--- src/rtl/dls_pkg.sv ---
// dls_pkg: shared types, constants and helpers of the distance lod selector
// used by dls_flow, distance_lod_selector_core and the checker
package dls_pkg;

    localparam int LOD_LEVELS  = 5;
    localparam int LOD_W       = 3;
    localparam int CFG_IDX_W   = 3;
    localparam int CFG_DATA_W  = 32;

    // pipeline stage map
    localparam int NST         = 45;
    localparam int ST_SQ_FIRST = 4;
    localparam int SQ_BITS     = 35;
    localparam int ST_SQ_LAST  = ST_SQ_FIRST + SQ_BITS - 1;
    localparam int DIV_BITS    = 42;
    localparam int ST_EXT      = ST_SQ_LAST + 1;
    localparam int ST_LHS      = ST_EXT + 1;
    localparam int ST_LEVEL    = ST_LHS + 1;
    localparam int ST_BAND     = DIV_BITS + 1;
    localparam int ST_OUT      = NST - 1;

    localparam logic [31:0] ONE_Q16  = 32'd65536;
    localparam logic [15:0] BIAS_MIN = 16'd64;
    localparam logic [9:0]  HYST     = 10'd35;
    localparam logic [9:0]  THR [4]  = '{10'd115, 10'd225, 10'd450, 10'd800};
    localparam logic [LOD_W-1:0] LOD_TOP = LOD_W'(LOD_LEVELS - 1);

    typedef enum logic [CFG_IDX_W-1:0] {
        CFG_LOD_BIAS   = 3'd0,
        CFG_MAX_LOD    = 3'd1,
        CFG_WORLD_X    = 3'd2,
        CFG_HMAP_WIDTH = 3'd3,
        CFG_CAMERA_X   = 3'd4,
        CFG_CAMERA_Y   = 3'd5,
        CFG_CAMERA_Z   = 3'd6
    } cfg_idx_t;

    typedef struct packed {
        logic                mode;
        logic                pass;
        logic [LOD_W-1:0]    cur;
        logic [2:0][33:0]    dd;
        logic [2:0][33:0]    pl;
        logic [2:0][33:0]    pm;
        logic [2:0][33:0]    ph;
        logic [2:0][67:0]    sq;
        logic [67:0]         rem;
        logic [34:0]         root;
        logic signed [33:0]  es;
        logic [32:0]         ext;
        logic [33:0]         dp0;
        logic [32:0]         dp1;
        logic [59:0]         lhs;
        logic [3:0][51:0]    thx;
        logic [LOD_W-1:0]    lod;
        logic [15:0]         drem;
        logic [41:0]         dnum;
        logic [61:0]         blo;
        logic [61:0]         bhi;
        logic [LOD_W-1:0]    new_lod;
        logic                mesh;
        logic                gpu;
    } stage_t;

    typedef struct packed {
        logic [NST-1:0] ld;
        logic [NST-1:0] vld;
    } flow_t;

    function automatic logic [33:0] abs_delta(input logic [31:0] cam,
                                              input logic [31:0] lo,
                                              input logic [31:0] hi);
        logic signed [34:0] t;
        t = 35'(signed'(cam)) + 35'(signed'(cam)) - 35'(signed'(lo)) - 35'(signed'(hi));
        return t[34] ? 34'(-t) : t[33:0];
    endfunction

endpackage

--- src/rtl/dls_flow.sv ---
// dls_flow: valid bits and per-stage load enables of the selector pipeline
// depends on dls_pkg
module dls_flow
    import dls_pkg::*;
(
    input  logic  clk,
    input  logic  rst_n,
    input  logic  in_valid,
    output logic  in_ready,
    output logic  out_valid,
    input  logic  out_ready,
    output flow_t flow
);

    logic [NST-1:0] vld_reg;
    logic [NST-1:0] vld_next;
    logic [NST-1:0] ld;

    // a stage loads when empty or when its content moves on
    always_comb
    begin
        ld[NST-1] = !vld_reg[NST-1] || out_ready;
        for (int k = NST - 2; k >= 0; k--)
        begin
            ld[k] = !vld_reg[k] || ld[k+1];
        end
    end

    always_comb
    begin
        vld_next = vld_reg;
        if (ld[0])
        begin
            vld_next[0] = in_valid;
        end
        for (int k = 1; k < NST; k++)
        begin
            if (ld[k])
            begin
                vld_next[k] = vld_reg[k-1];
            end
        end
    end

    always_ff @(posedge clk or negedge rst_n)
    begin
        if (!rst_n)
        begin
            vld_reg <= '0;
        end
        else
        begin
            vld_reg <= vld_next;
        end
    end

    assign in_ready  = ld[0];
    assign out_valid = vld_reg[NST-1];
    assign flow.ld   = ld;
    assign flow.vld  = vld_reg;

endmodule

--- config.mk ---
export PLATFORM = sky130hd
export DESIGN_NAME = dls_flow
export DESIGN_NICKNAME = d
export VERILOG_FILES = /design/src/rtl/dls_pkg.sv /design/src/rtl/dls_flow.sv
export SDC_FILE = /design/constraint.sdc
export NUM_CORES = 1
export LEC_CHECK = 0
export BUFFER_PORTS_ARGS = -buffer_cell sky130_fd_sc_hd__buf_2
export CAP_MARGIN = 10
export CORE_MARGIN = 2
export CORE_UTILIZATION = 40
export DETAILED_ROUTE_END_ITERATION = 8
export PLACE_DENSITY = 0.75
export SLEW_MARGIN = 20
export SYNTH_ARGS = -nofsm -noshare
export SYNTH_HDL_FRONTEND = slang
export SYNTH_SLANG_ARGS = --single-unit
--- constraint.sdc ---
create_clock -name clk -period 2.33 [get_ports clk]
set_clock_uncertainty 0.15 [all_clocks]
set_input_delay 0 -clock clk [delete_from_list [all_inputs] [get_ports clk]]
set_output_delay 0 -clock clk [all_outputs]
set_load 0.03 [all_outputs]
### Word level (Yosys, flattened, before mapping)

Cells that the tools add are included.

| cells by class | value |
|---|---|
| reduce and logical (&&, ||, !) cells | 90 |

Operator list:

| cell | number |
|---|---|
| $logic_not A1 Y1 | 45 |
| $logic_or A1 B1 Y1 | 45 |

| storage, ports and cells | value |
|---|---|
| output and inout bits | 92 |
| register bits after elaboration | 45 |
| word-level logic and storage cells | 135 |
| input port bits | 4 |

### Depth between registers and ports, before layout

| depth | value |
|---|---|
| word-level depth | 46 |
| gate-level depth with buffers | 8 |

### Least setup slack after synthesis

No wires, ideal clock.

| timing path | value |
|---|---|
| kind | reg2out |
| start | register vld_reg[44] |
| end | output port flow[45] (netlist bit) |
| cell stages (with the launch flop) | 8 |
| arrival time | 2.249 ns |
| path slack | -0.069 ns |
| required time | 2.180 ns |
| cell sequence | dfrtp_1 nand4b_4 nor4_2 and3_1 buf_6 buf_6 nand4_1 buf_4 |

RTL lines:

| what | RTL line | RTL |
|---|---|---|
| from (decl) | dls_flow.sv:15 | `logic [NST-1:0] vld_reg;` |
| from (signal assigned) | dls_flow.sv:53 | `vld_reg <= vld_next;` |
| to (decl) | dls_flow.sv:12 | `output flow_t flow` |

==> impl_metrics.py <==
metrics = {
    "critical_path": {
        "start_kind": "input port",
        "arrival_ps": 1970,
        "critical_path_class": "input port to output port",
        "required_ps": 2180,
        "cp_max_fo": 33,
        "critical_path.endpoint_type": "output port",
        "reg2reg_depth": 4,
    },
    "clocking": {
        "cts_setup_buffers": 0,
        "cts.sinks": 45,
        "clkTransAtPathRegs_ps": 70,
        "root_buffer": "clkbuf_8",
        "clock_latency_ps": 280,
        "cts_tree": "yes",
        "cts_buffers": 5,
        "h-tree-depth": 2,
        "clock_path_buffers": 2,
    },
    "power": {
        "powerDensity_mw_per_mm2": 618.5,
        "p_comb_frac": 0.156,
        "switchingPower_uw": 469.9,
        "seqPwrFrac": 0.535,
        "irDropWorstVdd_mv": 0.2908,
        "swShare": 0.2859,
        "leakagePower_nw": 1.240,
        "p_int_mw": 1.174,
        "power_frac_clock": 0.309,
    },
    "flow_run": {
        "max-cap-violations": 0,
    },
    "place": {
        "post_dp_cell_area_mm2": 0.002519,
        "dp_hpwl_um": 3422,
        "gp_congestion": 0.8460,
        "post-place-cells": 340,
        "io_buffers": 95,
    },
    "floorplanning": {
        "die_w_um": 75.38,
        "start_util": 0.4231,
        "rows": 25,
        "die_y_um": 75.38,
        "core_mm2": 0.004817,
        "die_area_mm2": 0.005682,
        "io_pins": 96,
    },
    "yosys": {
        "ys.warnings.count": 0,
        "ys_ff_latch": 45,
        "syn-cell-area_mm2": 0.002038,
        "avgSynthCellArea_um2": 10.73,
        "synth_cells": 190,
        "netlist_top_cells_area": "dfrtp_1 (55%), nand3_1 (4.2%), a21o_1 (4.1%), a31o_2 (3.4%), and3_1 (3.4%)",
        "synth_nets": 194,
        "synth.top_cell.area_share": 0.5525,
        "yosysTopAreaCell": "dfrtp_1",
        "synth-seq-area-share": 0.5525,
        "synth.distinct_cells": 27,
    },
    "outcome": {
        "status": "completed",
    },
    "layout": {
        "seq_area_mm2": 0.001130,
        "layout_commonest_cell": "buf_2",
        "fin_area_mm2": 0.002658,
        "fin_nets": 287,
        "num_antenna_cells": 0,
        "multi_input_area_um2": 778.2,
        "largest_reg_flops": 45,
        "final_cell_mix": "buf_2 (94), dfrtp_1 (42), nand2_1 (17), nand3_1 (17)",
        "stdcell_count": 351,
        "drive_gt1_frac": 0.4472,
        "fill_cells": 459,
        "area_growth_pct": 30.39,
    },
    "timing": {
        "period_needed_ps": 2118,
        "worst_pin_slew_ps": 555.0,
        "final-hold-violation-count": 0,
        "max_slew_margin": 0.6300,
        "slew_viol_final": 0,
        "rsz0062_at_grt": "no",
        "max_freq_mhz": 472.1,
        "setup_violations": 0,
        "fin_crit_sh": 0.9091,
        "tns_ps": 0,
    },
    "detailed_routing": {
        "wl_um": 4639,
        "drtIter0Drc": 129,
        "num_vias": 1705,
        "drc": 0,
        "drtAntennaViolNets": 0,
        "drt-pass1-iter-count": 4,
        "wire_per_inst_um": 13.22,
        "via_per_inst": 4.858,
    },
    "global_routing": {
        "antenna_found_initial": 0,
        "track_usage": 0.1589,
        "grt_pass1_wl_um": 6906,
        "grt_remaining_overflow": 0,
        "grt_pass1_vias": 1451,
        "grt_max_degree": 46,
    },
    "min_path": {
        "min_path_type": "input port to asynchronous set/reset pin",
    },
}
[cell type report]
class	count	area share
sequential	45	0.4251
multi-input combinational	121	0.2928
timing repair buffer	100	0.1982
clock buffer	7	0.03625
tap	67	0.03154
inverter	10	0.01412
clock inverter	1	0.001883
[worst max-delay path: stages]
cell and delay, ps:
dlygate4sd3_1 530, buf_2 130, nand4b_4 210, nor4_2 320, and3_1 200, buf_6 230
nand4_1 130, buf_2 200
[kinds of logic (layout without fill, tap and decap cells)]
logic type | after synthesis | after routing | synth area share
and+or+nand+nor | 92 | 92 | 0.2609
DFF | 45 | 45 | 0.5525
AOI/OAI and AO/OA | 29 | 29 | 0.1203
buffers and inverters | 24 | 118 | 0.06629
[path summary, 6_finish.rpt]
check / start / end / slack [ps]
max in group asynchronous: rst_n / vld_reg[43] / 1530
min in group clk: in_valid / vld_reg[0] / 290
worst min register to register: vld_reg[35] / vld_reg[36] / 330
worst max-delay path: out_ready / flow[45] / 210
worst min-delay path: rst_n / vld_reg[33] / 90
worst max register to register: vld_reg[43] / vld_reg[26] / 570
[synth_stat cells]
library cell and n:
a31o_1 4, nand2b_1 11, clkbuf_1 4, and2_1 3, nand2_1 17, and4_1 3
nor3_2 1, nand3b_1 1, buf_4 4, or2_2 7, o21bai_1 1, nand4b_4 1
and3_1 11, nand4_1 11, dfrtp_1 45, nor2_1 6, and2_0 1, a21o_1 11
buf_2 3, nor3_1 1, a31o_2 8, nor4_2 1, a41o_1 5, nand3_1 17
buf_8 1, inv_1 10, buf_6 2
[routing by layer]
| metal | GRT usage | share of wire |
|---|---|---|
| met5 | 0 | 0 |
| met1 | 0.2175 | 0.44 |
| met4 | 0.05263 | 0.0086 |
| met3 | 0.03042 | 0.040 |
| met2 | 0.2560 | 0.51 |
[power by group through the flow]
stage | combinational (mW) | sequential, mW | clock, mW
after CTS | 0.259 | 0.879 | 0.528
after detailed placement | 0.255 | 0.895 | 0
after global routing | 0.275 | 0.889 | 0.561
after floorplan | 0.0849 | 0.973 | 0
after global placement | 0.254 | 0.892 | 0
final | 0.256 | 0.880 | 0.508
[metrics by stage]
| stage | total power [mW] | utilization | hold WS [ps] | setup WS [ps] |
|---|---|---|---|---|
| 6_report | 1.644 | 0.5517 | 93.34 | 211.7 |
| 2_1_floorplan | 1.058 | - | -445.6 | 68.80 |
| 4_1_cts | 1.667 | 0.5501 | 291.6 | 137.5 |
| 5_1_grt | 1.725 | 0.5517 | 148.0 | 43.91 |
| 3_3_place_gp | 1.146 | 0.5229 | 51.00 | 485.1 |
| 3_5_place_dp | 1.150 | 0.5229 | 52.30 | 457.8 |
[repair_timing]
item,CTS,global route
hold endpoints to repair,49,0
gates resized for setup,0,2
setup endpoints to repair,0,3
hold buffers,3,0
Note: power is estimated with default switching activity, not from simulation.
